## src/hdl/imuctf_pkg.sv

```systemverilog
`timescale 1ns / 1ps

package imuctf_pkg;

   // Default working width and fraction bits of the fixed-point datapath
   localparam int DATA_WIDTH_DEF = 32;
   localparam int FRAC_BITS_DEF  = 15;

   // Port geometry
   localparam int FIELD_WIDTH    = 32;
   localparam int REQ_FIELDS     = 5;
   localparam int REQ_DATA_WIDTH = FIELD_WIDTH * REQ_FIELDS;
   localparam int RSP_DATA_WIDTH = FIELD_WIDTH * 2;
   localparam int RSP_USER_WIDTH = 1;

   // Configuration registers
   localparam int CFG_WIDTH      = 22;
   localparam int GAIN_WIDTH     = 16;
   localparam int CSR_ADDR_WIDTH = 2;

   typedef enum logic [CSR_ADDR_WIDTH-1:0] {
      CSR_RAD_TO_DEG   = 2'd0,
      CSR_GYRO_STEP    = 2'd1,
      CSR_BLEND        = 2'd2,
      CSR_ACCEL_WEIGHT = 2'd3
   } csr_index_type;

   localparam logic [CFG_WIDTH-1:0]  RST_RAD_TO_DEG   = 22'd1877468;
   localparam logic [GAIN_WIDTH-1:0] RST_GYRO_STEP    = 16'd33;
   localparam logic [GAIN_WIDTH-1:0] RST_BLEND        = 16'd32735;
   localparam logic [GAIN_WIDTH-1:0] RST_ACCEL_WEIGHT = 16'd33;

   // Microcode
   localparam int UPC_WIDTH     = 5;
   localparam int UPC_DIV_WAIT  = 11;
   localparam int UPC_TILT_WGT  = 19;
   localparam int UPC_DONE      = 25;

   typedef enum logic [2:0] {
      UOP_NOP,
      UOP_DIV,   // launch both tilt divisions
      UOP_MLO,   // low half partial product into accumulator
      UOP_MHI,   // high half partial product, scale, write back
      UOP_ADD,
      UOP_SUB,
      UOP_SAT,   // saturated tilt for a zero divisor
      UOP_DONE   // post result, return to idle
   } uop_type;

   typedef enum logic [3:0] {
      RS_AX, RS_AY, RS_GX, RS_GY,
      RS_QX, RS_QY,
      RS_TX, RS_TY, RS_DX, RS_DY, RS_FX, RS_FY
   } reg_sel_type;

   typedef enum logic [1:0] {
      KS_R2D, KS_GSTEP, KS_BLEND, KS_AWGT
   } kon_sel_type;

   typedef enum logic [1:0] {
      JC_NEVER, JC_DIV_BUSY, JC_NONZERO, JC_OUT_FULL
   } jcond_type;

   typedef struct packed {
      uop_type                op;
      reg_sel_type            a;
      reg_sel_type            b;
      kon_sel_type            k;
      reg_sel_type            dst;
      jcond_type              jc;
      logic [UPC_WIDTH-1:0]   target;
   } ucode_type;

   function automatic ucode_type uw(input uop_type op, input reg_sel_type a,
                                    input reg_sel_type b, input kon_sel_type k,
                                    input reg_sel_type dst, input jcond_type jc,
                                    input int unsigned tgt);
      ucode_type w;
      w.op     = op;
      w.a      = a;
      w.b      = b;
      w.k      = k;
      w.dst    = dst;
      w.jc     = jc;
      w.target = UPC_WIDTH'(tgt);
      return w;
   endfunction

   // Control store: one word per step; a taken jump suppresses the step's op
   function automatic ucode_type ucode_rom(input int unsigned addr);
      ucode_type w;
      case (addr)
         0:  w = uw(UOP_DIV,  RS_AX, RS_AX, KS_R2D,   RS_AX, JC_NEVER,    0);
         1:  w = uw(UOP_MLO,  RS_GX, RS_AX, KS_GSTEP, RS_AX, JC_NEVER,    0);
         2:  w = uw(UOP_MHI,  RS_GX, RS_AX, KS_GSTEP, RS_DX, JC_NEVER,    0);
         3:  w = uw(UOP_MLO,  RS_GY, RS_AX, KS_GSTEP, RS_AX, JC_NEVER,    0);
         4:  w = uw(UOP_MHI,  RS_GY, RS_AX, KS_GSTEP, RS_DY, JC_NEVER,    0);
         5:  w = uw(UOP_SUB,  RS_FX, RS_DX, KS_R2D,   RS_DX, JC_NEVER,    0);
         6:  w = uw(UOP_ADD,  RS_FY, RS_DY, KS_R2D,   RS_DY, JC_NEVER,    0);
         7:  w = uw(UOP_MLO,  RS_DX, RS_AX, KS_BLEND, RS_AX, JC_NEVER,    0);
         8:  w = uw(UOP_MHI,  RS_DX, RS_AX, KS_BLEND, RS_DX, JC_NEVER,    0);
         9:  w = uw(UOP_MLO,  RS_DY, RS_AX, KS_BLEND, RS_AX, JC_NEVER,    0);
         10: w = uw(UOP_MHI,  RS_DY, RS_AX, KS_BLEND, RS_DY, JC_NEVER,    0);
         11: w = uw(UOP_NOP,  RS_AX, RS_AX, KS_R2D,   RS_AX, JC_DIV_BUSY, UPC_DIV_WAIT);
         12: w = uw(UOP_MLO,  RS_QX, RS_AX, KS_R2D,   RS_AX, JC_NEVER,    0);
         13: w = uw(UOP_MHI,  RS_QX, RS_AX, KS_R2D,   RS_TX, JC_NEVER,    0);
         14: w = uw(UOP_MLO,  RS_QY, RS_AX, KS_R2D,   RS_AX, JC_NEVER,    0);
         15: w = uw(UOP_MHI,  RS_QY, RS_AX, KS_R2D,   RS_TY, JC_NEVER,    0);
         16: w = uw(UOP_NOP,  RS_AX, RS_AX, KS_R2D,   RS_AX, JC_NONZERO,  UPC_TILT_WGT);
         17: w = uw(UOP_SAT,  RS_AY, RS_AX, KS_R2D,   RS_TX, JC_NEVER,    0);
         18: w = uw(UOP_SAT,  RS_AX, RS_AX, KS_R2D,   RS_TY, JC_NEVER,    0);
         19: w = uw(UOP_MLO,  RS_TX, RS_AX, KS_AWGT,  RS_AX, JC_NEVER,    0);
         20: w = uw(UOP_MHI,  RS_TX, RS_AX, KS_AWGT,  RS_TX, JC_NEVER,    0);
         21: w = uw(UOP_MLO,  RS_TY, RS_AX, KS_AWGT,  RS_AX, JC_NEVER,    0);
         22: w = uw(UOP_MHI,  RS_TY, RS_AX, KS_AWGT,  RS_TY, JC_NEVER,    0);
         23: w = uw(UOP_SUB,  RS_DX, RS_TX, KS_R2D,   RS_FX, JC_NEVER,    0);
         24: w = uw(UOP_SUB,  RS_DY, RS_TY, KS_R2D,   RS_FY, JC_NEVER,    0);
         25: w = uw(UOP_DONE, RS_AX, RS_AX, KS_R2D,   RS_AX, JC_OUT_FULL, UPC_DONE);
         default: w = uw(UOP_DONE, RS_AX, RS_AX, KS_R2D, RS_AX, JC_OUT_FULL, UPC_DONE);
      endcase
      return w;
   endfunction

endpackage

```

## src/hdl/imuctf_div.sv

```systemverilog
`timescale 1ns / 1ps

// Two-lane restoring divider, shared divisor: quot = (num << FRAC_BITS) / den,
// truncated toward zero, wrapped to DATA_WIDTH bits.
module imuctf_div #(
   parameter int DATA_WIDTH = imuctf_pkg::DATA_WIDTH_DEF,
   parameter int FRAC_BITS  = imuctf_pkg::FRAC_BITS_DEF
) (
   input  logic                         clock,
   input  logic                         reset,
   input  logic                         start,
   input  logic signed [DATA_WIDTH-1:0] num_x,
   input  logic signed [DATA_WIDTH-1:0] num_y,
   input  logic signed [DATA_WIDTH-1:0] den,
   output logic                         busy,
   output logic signed [DATA_WIDTH-1:0] quot_x,
   output logic signed [DATA_WIDTH-1:0] quot_y
);

   localparam int DW = DATA_WIDTH + FRAC_BITS;
   localparam int CW = $clog2(DW + 2);

   logic                  busy_ff;
   logic [CW-1:0]         cnt_ff;
   logic [DATA_WIDTH-1:0] ub_ff;
   logic [DATA_WIDTH-1:0] rem_ff [2];
   logic [DW-1:0]         dq_ff  [2];
   logic                  neg_ff [2];

   logic signed [DATA_WIDTH-1:0] num_sel [2];
   logic [DATA_WIDTH-1:0]        rem_in  [2];
   logic                         qbit    [2];
   logic [DATA_WIDTH:0]          part    [2];
   logic [DATA_WIDTH+1:0]        diff    [2];
   logic                         last_step;

   assign num_sel[0] = num_x;
   assign num_sel[1] = num_y;
   assign last_step  = (cnt_ff == CW'(DW));

   always_comb begin
      for (int l = 0; l < 2; l++) begin
         part[l]   = {rem_ff[l], dq_ff[l][DW-1]};
         diff[l]   = {1'b0, part[l]} - {2'b00, ub_ff};
         qbit[l]   = !diff[l][DATA_WIDTH+1];
         rem_in[l] = qbit[l] ? diff[l][DATA_WIDTH-1:0] : part[l][DATA_WIDTH-1:0];
      end
   end

   always_ff @(posedge clock) begin
      if (reset) begin
         busy_ff <= 1'b0;
         cnt_ff  <= '0;
      end else if (start) begin
         busy_ff <= 1'b1;
         cnt_ff  <= '0;
      end else if (busy_ff) begin
         // one quotient bit per lane each cycle, then a final step fixes the sign
         if (last_step) busy_ff <= 1'b0;
         else           cnt_ff  <= cnt_ff + 1'b1;
      end
   end

   always_ff @(posedge clock) begin
      if (start) begin
         ub_ff <= den[DATA_WIDTH-1] ? DATA_WIDTH'(-den) : den;
         for (int l = 0; l < 2; l++) begin
            rem_ff[l] <= '0;
            neg_ff[l] <= num_sel[l][DATA_WIDTH-1] ^ den[DATA_WIDTH-1];
            dq_ff[l]  <= {(num_sel[l][DATA_WIDTH-1] ? DATA_WIDTH'(-num_sel[l]) : num_sel[l]),
                          {FRAC_BITS{1'b0}}};
         end
      end else if (busy_ff) begin
         for (int l = 0; l < 2; l++) begin
            if (last_step) begin
               if (neg_ff[l]) dq_ff[l][DATA_WIDTH-1:0] <= -dq_ff[l][DATA_WIDTH-1:0];
            end else begin
               rem_ff[l] <= rem_in[l];
               dq_ff[l]  <= {dq_ff[l][DW-2:0], qbit[l]};
            end
         end
      end
   end

   assign busy   = busy_ff;
   assign quot_x = dq_ff[0][DATA_WIDTH-1:0];
   assign quot_y = dq_ff[1][DATA_WIDTH-1:0];

   a_no_restart: assert property (@(posedge clock) disable iff (reset)
      start |-> !busy_ff)
      else $error("divider restarted while busy");

   a_full_run: assert property (@(posedge clock) disable iff (reset)
      $fell(busy_ff) |-> ($past(cnt_ff) == CW'(DW)))
      else $error("divider finished before all quotient bits");

   a_cnt_bound: assert property (@(posedge clock) disable iff (reset)
      busy_ff |-> (cnt_ff <= CW'(DW)))
      else $error("divider step count out of range");

endmodule

```

## src/hdl/imu_complementary_tilt_filter_top.sv

```systemverilog
`timescale 1ns / 1ps

// Two-axis complementary tilt filter. Each req word carries one inertial sample
// (three accelerations, two rotation rates, signed fixed point with FRAC_BITS
// fraction bits) and yields one rsp word with the updated x and y angles and a
// flag that accel_z was zero, in which case both accelerometer tilts saturate
// by the numerator's sign (a zero numerator gives zero). A small microprogram
// in a control ROM steps a shared datapath: one split multiplier (two steps per
// fixed-point multiply) and a two-lane bit-serial divider that forms both tilt
// ratios at once. The divider yields one quotient bit per cycle, with the gyro
// terms worked out while it runs. A word is taken only after the last one has
// posted its result; that result sits in an output register, so the next word
// is taken while it waits, and a second result waits on the last microstep
// until the first is taken. Configuration writes land at once and are meant
// only while the block is idle.
module imu_complementary_tilt_filter_top #(
   parameter int DATA_WIDTH = imuctf_pkg::DATA_WIDTH_DEF,
   parameter int FRAC_BITS  = imuctf_pkg::FRAC_BITS_DEF
) (
   input  logic                                    clock,
   input  logic                                    reset,
   // req_tdata, low bit up: accel_x, accel_y, accel_z, gyro_x, gyro_y (32 each)
   input  logic                                    req_tvalid,
   output logic                                    req_tready,
   input  logic [imuctf_pkg::REQ_DATA_WIDTH-1:0]   req_tdata,
   // rsp_tdata, low bit up: angle_x, angle_y (32 each)
   output logic                                    rsp_tvalid,
   input  logic                                    rsp_tready,
   output logic [imuctf_pkg::RSP_DATA_WIDTH-1:0]   rsp_tdata,
   // rsp_tuser, low bit up: zero_divisor
   output logic [imuctf_pkg::RSP_USER_WIDTH-1:0]   rsp_tuser,
   input  logic                                    csr_we,
   input  logic [imuctf_pkg::CSR_ADDR_WIDTH-1:0]   csr_addr,
   input  logic [imuctf_pkg::CFG_WIDTH-1:0]        csr_wdata
);

   import imuctf_pkg::*;

   localparam int HALF = DATA_WIDTH / 2;
   localparam int MAW  = DATA_WIDTH - HALF + 1;       // multiplier a operand
   localparam int MPW  = MAW + CFG_WIDTH + 1;         // multiplier product
   localparam int PW   = DATA_WIDTH + CFG_WIDTH + 2;  // full product

   typedef enum logic {SEQ_IDLE, SEQ_RUN} seq_state_type;

   // Sequencer and output register
   seq_state_type          seq_state_ff;
   logic [UPC_WIDTH-1:0]   upc_ff;
   logic [UPC_WIDTH-1:0]   upc_in;
   ucode_type              ucw;
   logic                   rsp_tvalid_ff;
   logic [FIELD_WIDTH-1:0] angle_x_ff;
   logic [FIELD_WIDTH-1:0] angle_y_ff;
   logic                   zero_div_ff;

   // Configuration
   logic [CFG_WIDTH-1:0]  rad_to_deg_ff;
   logic [GAIN_WIDTH-1:0] gyro_step_ff;
   logic [GAIN_WIDTH-1:0] blend_ff;
   logic [GAIN_WIDTH-1:0] accel_weight_ff;

   // Datapath registers
   logic signed [DATA_WIDTH-1:0] ax_ff, ay_ff, az_ff, gx_ff, gy_ff;
   logic signed [DATA_WIDTH-1:0] tx_ff, ty_ff, dx_ff, dy_ff;
   logic signed [DATA_WIDTH-1:0] fx_ff, fy_ff;
   logic [PW-1:0]                acc_ff;

   logic                         req_accept;
   logic                         az_nonzero;
   logic                         jump_take;
   logic                         step_go;
   logic                         wr_en;
   logic signed [DATA_WIDTH-1:0] a_val, b_val, sat_val, res_val;
   logic [CFG_WIDTH-1:0]         k_val;
   logic signed [MAW-1:0]        mul_a;
   logic signed [CFG_WIDTH:0]    mul_b;
   logic signed [MPW-1:0]        mul_p;
   logic [PW-1:0]                mul_ext;
   logic [PW-1:0]                prod;

   logic                         div_start;
   logic                         div_busy;
   logic signed [DATA_WIDTH-1:0] qx, qy;

   assign ucw        = ucode_rom(int'(upc_ff));
   assign req_tready = (seq_state_ff == SEQ_IDLE);
   assign req_accept = req_tvalid && req_tready;
   assign az_nonzero = (az_ff != '0);

   always_comb begin
      unique case (ucw.jc)
         JC_NEVER:    jump_take = 1'b0;
         JC_DIV_BUSY: jump_take = div_busy;
         JC_NONZERO:  jump_take = az_nonzero;
         JC_OUT_FULL: jump_take = rsp_tvalid_ff && !rsp_tready;
         default:     jump_take = 1'b0;
      endcase
   end

   assign step_go   = (seq_state_ff == SEQ_RUN) && !jump_take;
   assign div_start = step_go && (ucw.op == UOP_DIV);
   assign wr_en     = step_go && (ucw.op inside {UOP_MHI, UOP_ADD, UOP_SUB, UOP_SAT});
   assign upc_in    = jump_take ? ucw.target : upc_ff + 1'b1;

   // Operand select
   always_comb begin
      unique case (ucw.a)
         RS_AX:   a_val = ax_ff;
         RS_AY:   a_val = ay_ff;
         RS_GX:   a_val = gx_ff;
         RS_GY:   a_val = gy_ff;
         RS_QX:   a_val = qx;
         RS_QY:   a_val = qy;
         RS_TX:   a_val = tx_ff;
         RS_TY:   a_val = ty_ff;
         RS_DX:   a_val = dx_ff;
         RS_DY:   a_val = dy_ff;
         RS_FX:   a_val = fx_ff;
         RS_FY:   a_val = fy_ff;
         default: a_val = '0;
      endcase
      unique case (ucw.b)
         RS_TX:   b_val = tx_ff;
         RS_TY:   b_val = ty_ff;
         RS_DX:   b_val = dx_ff;
         RS_DY:   b_val = dy_ff;
         default: b_val = '0;
      endcase
      unique case (ucw.k)
         KS_R2D:   k_val = rad_to_deg_ff;
         KS_GSTEP: k_val = CFG_WIDTH'(gyro_step_ff);
         KS_BLEND: k_val = CFG_WIDTH'(blend_ff);
         KS_AWGT:  k_val = CFG_WIDTH'(accel_weight_ff);
         default:  k_val = '0;
      endcase
   end

   // Split multiply: unsigned low half first, signed high half on the next step
   always_comb begin
      if (ucw.op == UOP_MHI) mul_a = {a_val[DATA_WIDTH-1], a_val[DATA_WIDTH-1:HALF]};
      else                   mul_a = {{(MAW-HALF){1'b0}}, a_val[HALF-1:0]};
   end

   assign mul_b   = {1'b0, k_val};
   assign mul_p   = mul_a * mul_b;
   assign mul_ext = {{(PW-MPW){mul_p[MPW-1]}}, mul_p};
   assign prod    = acc_ff + (mul_ext << HALF);

   // Zero divisor: saturate toward the numerator's sign, zero stays zero
   always_comb begin
      if (a_val == '0)                sat_val = '0;
      else if (a_val[DATA_WIDTH-1])   sat_val = {1'b1, {(DATA_WIDTH-1){1'b0}}};
      else                            sat_val = {1'b0, {(DATA_WIDTH-1){1'b1}}};
   end

   always_comb begin
      case (ucw.op)
         UOP_MHI: res_val = prod[FRAC_BITS+DATA_WIDTH-1:FRAC_BITS];
         UOP_ADD: res_val = a_val + b_val;
         UOP_SUB: res_val = a_val - b_val;
         UOP_SAT: res_val = sat_val;
         default: res_val = a_val;
      endcase
   end

   // Sequencer: step counter, state and result register
   always_ff @(posedge clock) begin
      if (reset) begin
         seq_state_ff  <= SEQ_IDLE;
         upc_ff        <= '0;
         rsp_tvalid_ff <= 1'b0;
      end else begin
         if (rsp_tvalid_ff && rsp_tready) rsp_tvalid_ff <= 1'b0;
         unique case (seq_state_ff)
            SEQ_IDLE: begin
               if (req_accept) begin
                  seq_state_ff <= SEQ_RUN;
                  upc_ff       <= '0;
               end
            end
            SEQ_RUN: begin
               if (!jump_take && ucw.op == UOP_DONE) begin
                  // post result, overrides the drop above
                  seq_state_ff  <= SEQ_IDLE;
                  rsp_tvalid_ff <= 1'b1;
                  angle_x_ff    <= FIELD_WIDTH'($unsigned(fx_ff));
                  angle_y_ff    <= FIELD_WIDTH'($unsigned(fy_ff));
                  zero_div_ff   <= !az_nonzero;
               end else begin
                  upc_ff <= upc_in;
               end
            end
            default: seq_state_ff <= SEQ_IDLE;
         endcase
      end
   end

   // Configuration registers
   always_ff @(posedge clock) begin
      if (reset) begin
         rad_to_deg_ff   <= RST_RAD_TO_DEG;
         gyro_step_ff    <= RST_GYRO_STEP;
         blend_ff        <= RST_BLEND;
         accel_weight_ff <= RST_ACCEL_WEIGHT;
      end else if (csr_we) begin
         unique case (csr_addr)
            CSR_RAD_TO_DEG:   rad_to_deg_ff   <= csr_wdata;
            CSR_GYRO_STEP:    gyro_step_ff    <= csr_wdata[GAIN_WIDTH-1:0];
            CSR_BLEND:        blend_ff        <= csr_wdata[GAIN_WIDTH-1:0];
            CSR_ACCEL_WEIGHT: accel_weight_ff <= csr_wdata[GAIN_WIDTH-1:0];
            default: ;
         endcase
      end
   end

   // Sample and scratch registers
   always_ff @(posedge clock) begin
      if (req_accept) begin
         ax_ff <= DATA_WIDTH'($signed(req_tdata[0*FIELD_WIDTH +: FIELD_WIDTH]));
         ay_ff <= DATA_WIDTH'($signed(req_tdata[1*FIELD_WIDTH +: FIELD_WIDTH]));
         az_ff <= DATA_WIDTH'($signed(req_tdata[2*FIELD_WIDTH +: FIELD_WIDTH]));
         gx_ff <= DATA_WIDTH'($signed(req_tdata[3*FIELD_WIDTH +: FIELD_WIDTH]));
         gy_ff <= DATA_WIDTH'($signed(req_tdata[4*FIELD_WIDTH +: FIELD_WIDTH]));
      end
      if (step_go && ucw.op == UOP_MLO) acc_ff <= mul_ext;
      if (wr_en) begin
         unique case (ucw.dst)
            RS_TX:   tx_ff <= res_val;
            RS_TY:   ty_ff <= res_val;
            RS_DX:   dx_ff <= res_val;
            RS_DY:   dy_ff <= res_val;
            default: ;
         endcase
      end
   end

   // Filter state
   always_ff @(posedge clock) begin
      if (reset) begin
         fx_ff <= '0;
         fy_ff <= '0;
      end else if (wr_en) begin
         if (ucw.dst == RS_FX) fx_ff <= res_val;
         if (ucw.dst == RS_FY) fy_ff <= res_val;
      end
   end

   imuctf_div #(
      .DATA_WIDTH (DATA_WIDTH),
      .FRAC_BITS  (FRAC_BITS)
   ) u_div (
      .clock  (clock),
      .reset  (reset),
      .start  (div_start),
      .num_x  (ay_ff),
      .num_y  (ax_ff),
      .den    (az_ff),
      .busy   (div_busy),
      .quot_x (qx),
      .quot_y (qy)
   );

   assign rsp_tvalid = rsp_tvalid_ff;
   assign rsp_tdata  = {angle_y_ff, angle_x_ff};
   assign rsp_tuser  = zero_div_ff;

   a_start_at_top: assert property (@(posedge clock) disable iff (reset)
      req_accept |=> (seq_state_ff == SEQ_RUN && upc_ff == '0))
      else $error("accepted word did not start the program at step zero");

   a_post_from_done: assert property (@(posedge clock) disable iff (reset)
      $rose(rsp_tvalid_ff) |-> $past(seq_state_ff == SEQ_RUN && ucw.op == UOP_DONE))
      else $error("result posted outside the final step");

   a_quot_ready: assert property (@(posedge clock) disable iff (reset)
      (step_go && ucw.op == UOP_MLO && (ucw.a == RS_QX || ucw.a == RS_QY)) |-> !div_busy)
      else $error("quotient used while divider busy");

endmodule

```

## config.mk

```make
export PLATFORM = sky130hd
export DESIGN_NAME = imu_complementary_tilt_filter_top
export DESIGN_NICKNAME = d
export VERILOG_FILES = /design/src/hdl/imuctf_pkg.sv /design/src/hdl/imuctf_div.sv /design/src/hdl/imu_complementary_tilt_filter_top.sv
export SDC_FILE = /design/constraint.sdc
export NUM_CORES = 2
export LEC_CHECK = 0
export BUFFER_PORTS_ARGS = -buffer_cell sky130_fd_sc_hd__buf_2
export CAP_MARGIN = 20
export CORE_ASPECT_RATIO = 1.5
export CORE_UTILIZATION = 51
export DETAILED_ROUTE_END_ITERATION = 12
export PLACE_DENSITY = 0.67
export SLEW_MARGIN = 10
export SYNTH_ARGS = -nofsm -noshare
export SYNTH_HDL_FRONTEND = slang
export SYNTH_SLANG_ARGS = --single-unit
```

## constraint.sdc

```tcl
create_clock -name clock -period 24.8 [get_ports clock]
set_input_delay 4.96 -clock clock [delete_from_list [all_inputs] [get_ports clock]]
set_output_delay 4.96 -clock clock [all_outputs]
set_load 0.02 [all_outputs]
```

==> flow_summary.yaml <==
die:
  core_um2: 105400
  row_count: 146
  dieArea_um2: 107400
  initial_core_util: 0.5134
  die_h_um: 400.9
  pin_count: 256
  die_w_um: 268.0
critical_path:
  critPathMaxFanout: 38
  crit_top_cell: "fa_1"
  cp-start-kind: "flop"
  crit_type: "reg -> reg"
  slowest_delay_ns: 0.87
  worstPathRequired_ns: 25.19
  crit_arrival_ns: 12.59
  end_kind: "flop"
  critical-path-slowest-cell: "nor2b_1"
synth:
  synth_ff_type: "edfxtp_1"
  syn_area_per_cell_um2: 9.601
  synth_cell_type_count: 93
  ys_ff_latch: 738
  synth_area_um2: 54110
  netlist_instances: 5636
  async_reset_ff_frac: 0
  synth_sequential_area_ratio: 0.3785
  syn-num-nets: 6409
  synth-warning-count: 0
  synth_edf_count: 570
cts:
  path_clk_slew_ns: 0.06
  worstSkewPairLatency_ns: 0.72
  post_cts_buffers: 0
  clock_sinks: 738
  clk_path_buf_depth: 3
  cts_tree: "built"
  clockRootBuffer: "clkbuf_16"
  cts_buffers: 77
  htreeDepth: 3
  cts.repair.resized: 0
  ctsHoldBuffers: 0
detailed_routing:
  viasPerCell: 6.269
  firstDrtPassIters: 8
  antenna_left: 0
  drt-total-wl_mm: 200.2
  drtIter0Drc: 4613
  drc: 0
  vias: 45684
  post_drt_wl_per_cell_um: 27.48
cells_and_area:
  drive_above_1_share: 0.1089
  nets: 6586
  top_register: "u_div.dq_ff"
  reg_top3: "u_div.dq_ff (94), u_div.rem_ff (64)"
  largest_reg_flops: 94
  area_growth_pct: 10.81
  fillers: 9274
sta:
  hold_violations: 0
  setup_violations: 0
  slew_headroom: 0.1339
  final.min_clock_period_ns: 12.20
  fin_crit_sh: 0.4920
  clock_skew_ns: 0.05434
  tightest_slew_ns: 1.299
  maxSlewViolCount: 0
  rsz0062_at_grt: "no"
  tns_ns: 0
  fmax_ghz: 0.08195
global_routing:
  grt_first_pass_wirelength_mm: 291.9
  grt_max_degree: 79
  grt_overflow: 0
  track_usage: 0.3727
  grt_antenna_before_repair: 9
  grt_pass1_vias: 45332
worst_hold_path:
  hold_path_class: "reg -> reg"
placed_design:
  place.gp.congestion: 1.087
  place_hpwl_mm: 152.7
  io_buffers: 255
status:
  status: "completed"
run:
  cap_violations: 0
## synthesized netlist by cell type, drive strengths merged (38+ instances only)
cell / number / area [um^2]
buf: 88 / 422.9
nor3: 93 / 488.0
o21a: 53 / 397.9
dfxtp: 168 / 3363
xnor2: 151 / 1323
o22ai: 73 / 456.7
inv: 526 / 1974
ha: 281 / 3516
nand3: 92 / 460.4
xor2: 124 / 1086
fa: 303 / 6066
a22oi: 69 / 518.0
a21oi: 290 / 1451
nand2b: 53 / 331.6
o21ai: 265 / 1338
a21o: 70 / 525.5
edfxtp: 570 / 17120
mux2: 39 / 439.2
o31ai: 51 / 396.6
or3: 43 / 269.0
clkbuf: 189 / 709.4
a211oi: 55 / 430.4
nand2: 676 / 2537
nor2: 549 / 2071
mux2i: 169 / 1692
or4: 38 / 292.8
## layout make-up
type                    count  area (um^2)  share of cell area
inverters                 526         1977             0.03297
repair buffers            375         2177             0.03631
diodes                      3        7.507           0.0001252
flip-flops and latches    738        20490              0.3418
multi-input cells        4095        30660              0.5114
clock buffers              92         2011             0.03353
clock inverters            52        875.8             0.01461
well taps                1406         1759             0.02934
## critical path: cells and delay by family (launching register included)
kind,cells,cell delay [ns]
flip-flops,1,0.69
buffers and inverters,5,1.00
AND/OR/NAND/NOR,9,2.78
adder cells (fa/ha/maj),8,3.91
AO/OA/AOI/OAI,13,3.32
XOR/XNOR,1,0.18
## layout by cell type, fill, tap and decap left out, types with 33 or more instances in the layout
master     count
a21oi_1      287
dfxtp_1      162
clkbuf_16     77
a22oi_1       69
edfxtp_1     570
a211oi_1      53
nand3_1       92
o21ai_0      247
nor3_1        89
or2_2         35
xor2_1       124
o21a_1        53
nand2b_1      52
or4_1         36
buf_4        119
mux2i_1      167
xnor2_1      151
or3_1         43
inv_1        522
a21o_1        70
a22o_1        33
o22ai_1       73
o31ai_1       50
nor2_1       540
fa_1         303
mux2_2        38
nand2_1      676
ha_1         281
buf_2        255
## through the flow
step           cells  area [um^2]  hold WS (ns)    util  worst slack (ns)
2_1_floorplan   5636        54110        0.4194       -             12.23
3_3_place_gp    7137        57040        0.4412  0.5412             12.35
3_5_place_dp    7138        57050        0.4423  0.5412             12.96
4_1_cts         7282        59940        0.4550  0.5686             12.93
5_1_grt         7285        59960        0.4700  0.5688             12.27
6_report        7287        59960        0.4543  0.5689             12.60
## metal layers
metal / GRT usage / vias to the layer above / part of all wire
met1: 0.4047 / 22246 / 0.34
met4: 0.3481 / 10 / 0.11
met5: 0 / - / 0.00035
met2: 0.6058 / 2414 / 0.47
li1: - / 20177 / -
met3: 0.07442 / 837 / 0.082
## cell families after synthesis
kind of cell | after synthesis | synth area share
AO/OA/AOI/OAI | 1239 | 0.1505
XOR/XNOR | 276 | 0.04493
adder cells (fa/ha/maj) | 584 | 0.1771
buffers and inverters | 803 | 0.05741
flip-flops | 738 | 0.3785
multiplexers | 216 | 0.04271
AND/OR/NAND/NOR | 1780 | 0.1489
## worst paths after layout
check / from / end / slack, ns / depth (start not counted)
worst max-delay path: ucw[17] / tx_ff[30] / 12.60 / 36
worst min-delay path: gyro_step_ff[10] / gyro_step_ff[10] / 0.45 / 2
worst max register to register: ucw[17] / tx_ff[30] / 12.60 / 36
worst min register to register: gyro_step_ff[10] / gyro_step_ff[10] / 0.45 / 2
Power is left out: the tool's default activity adds up to more than one toggle a clock period on the data nets, which glitch-free logic cannot reach.
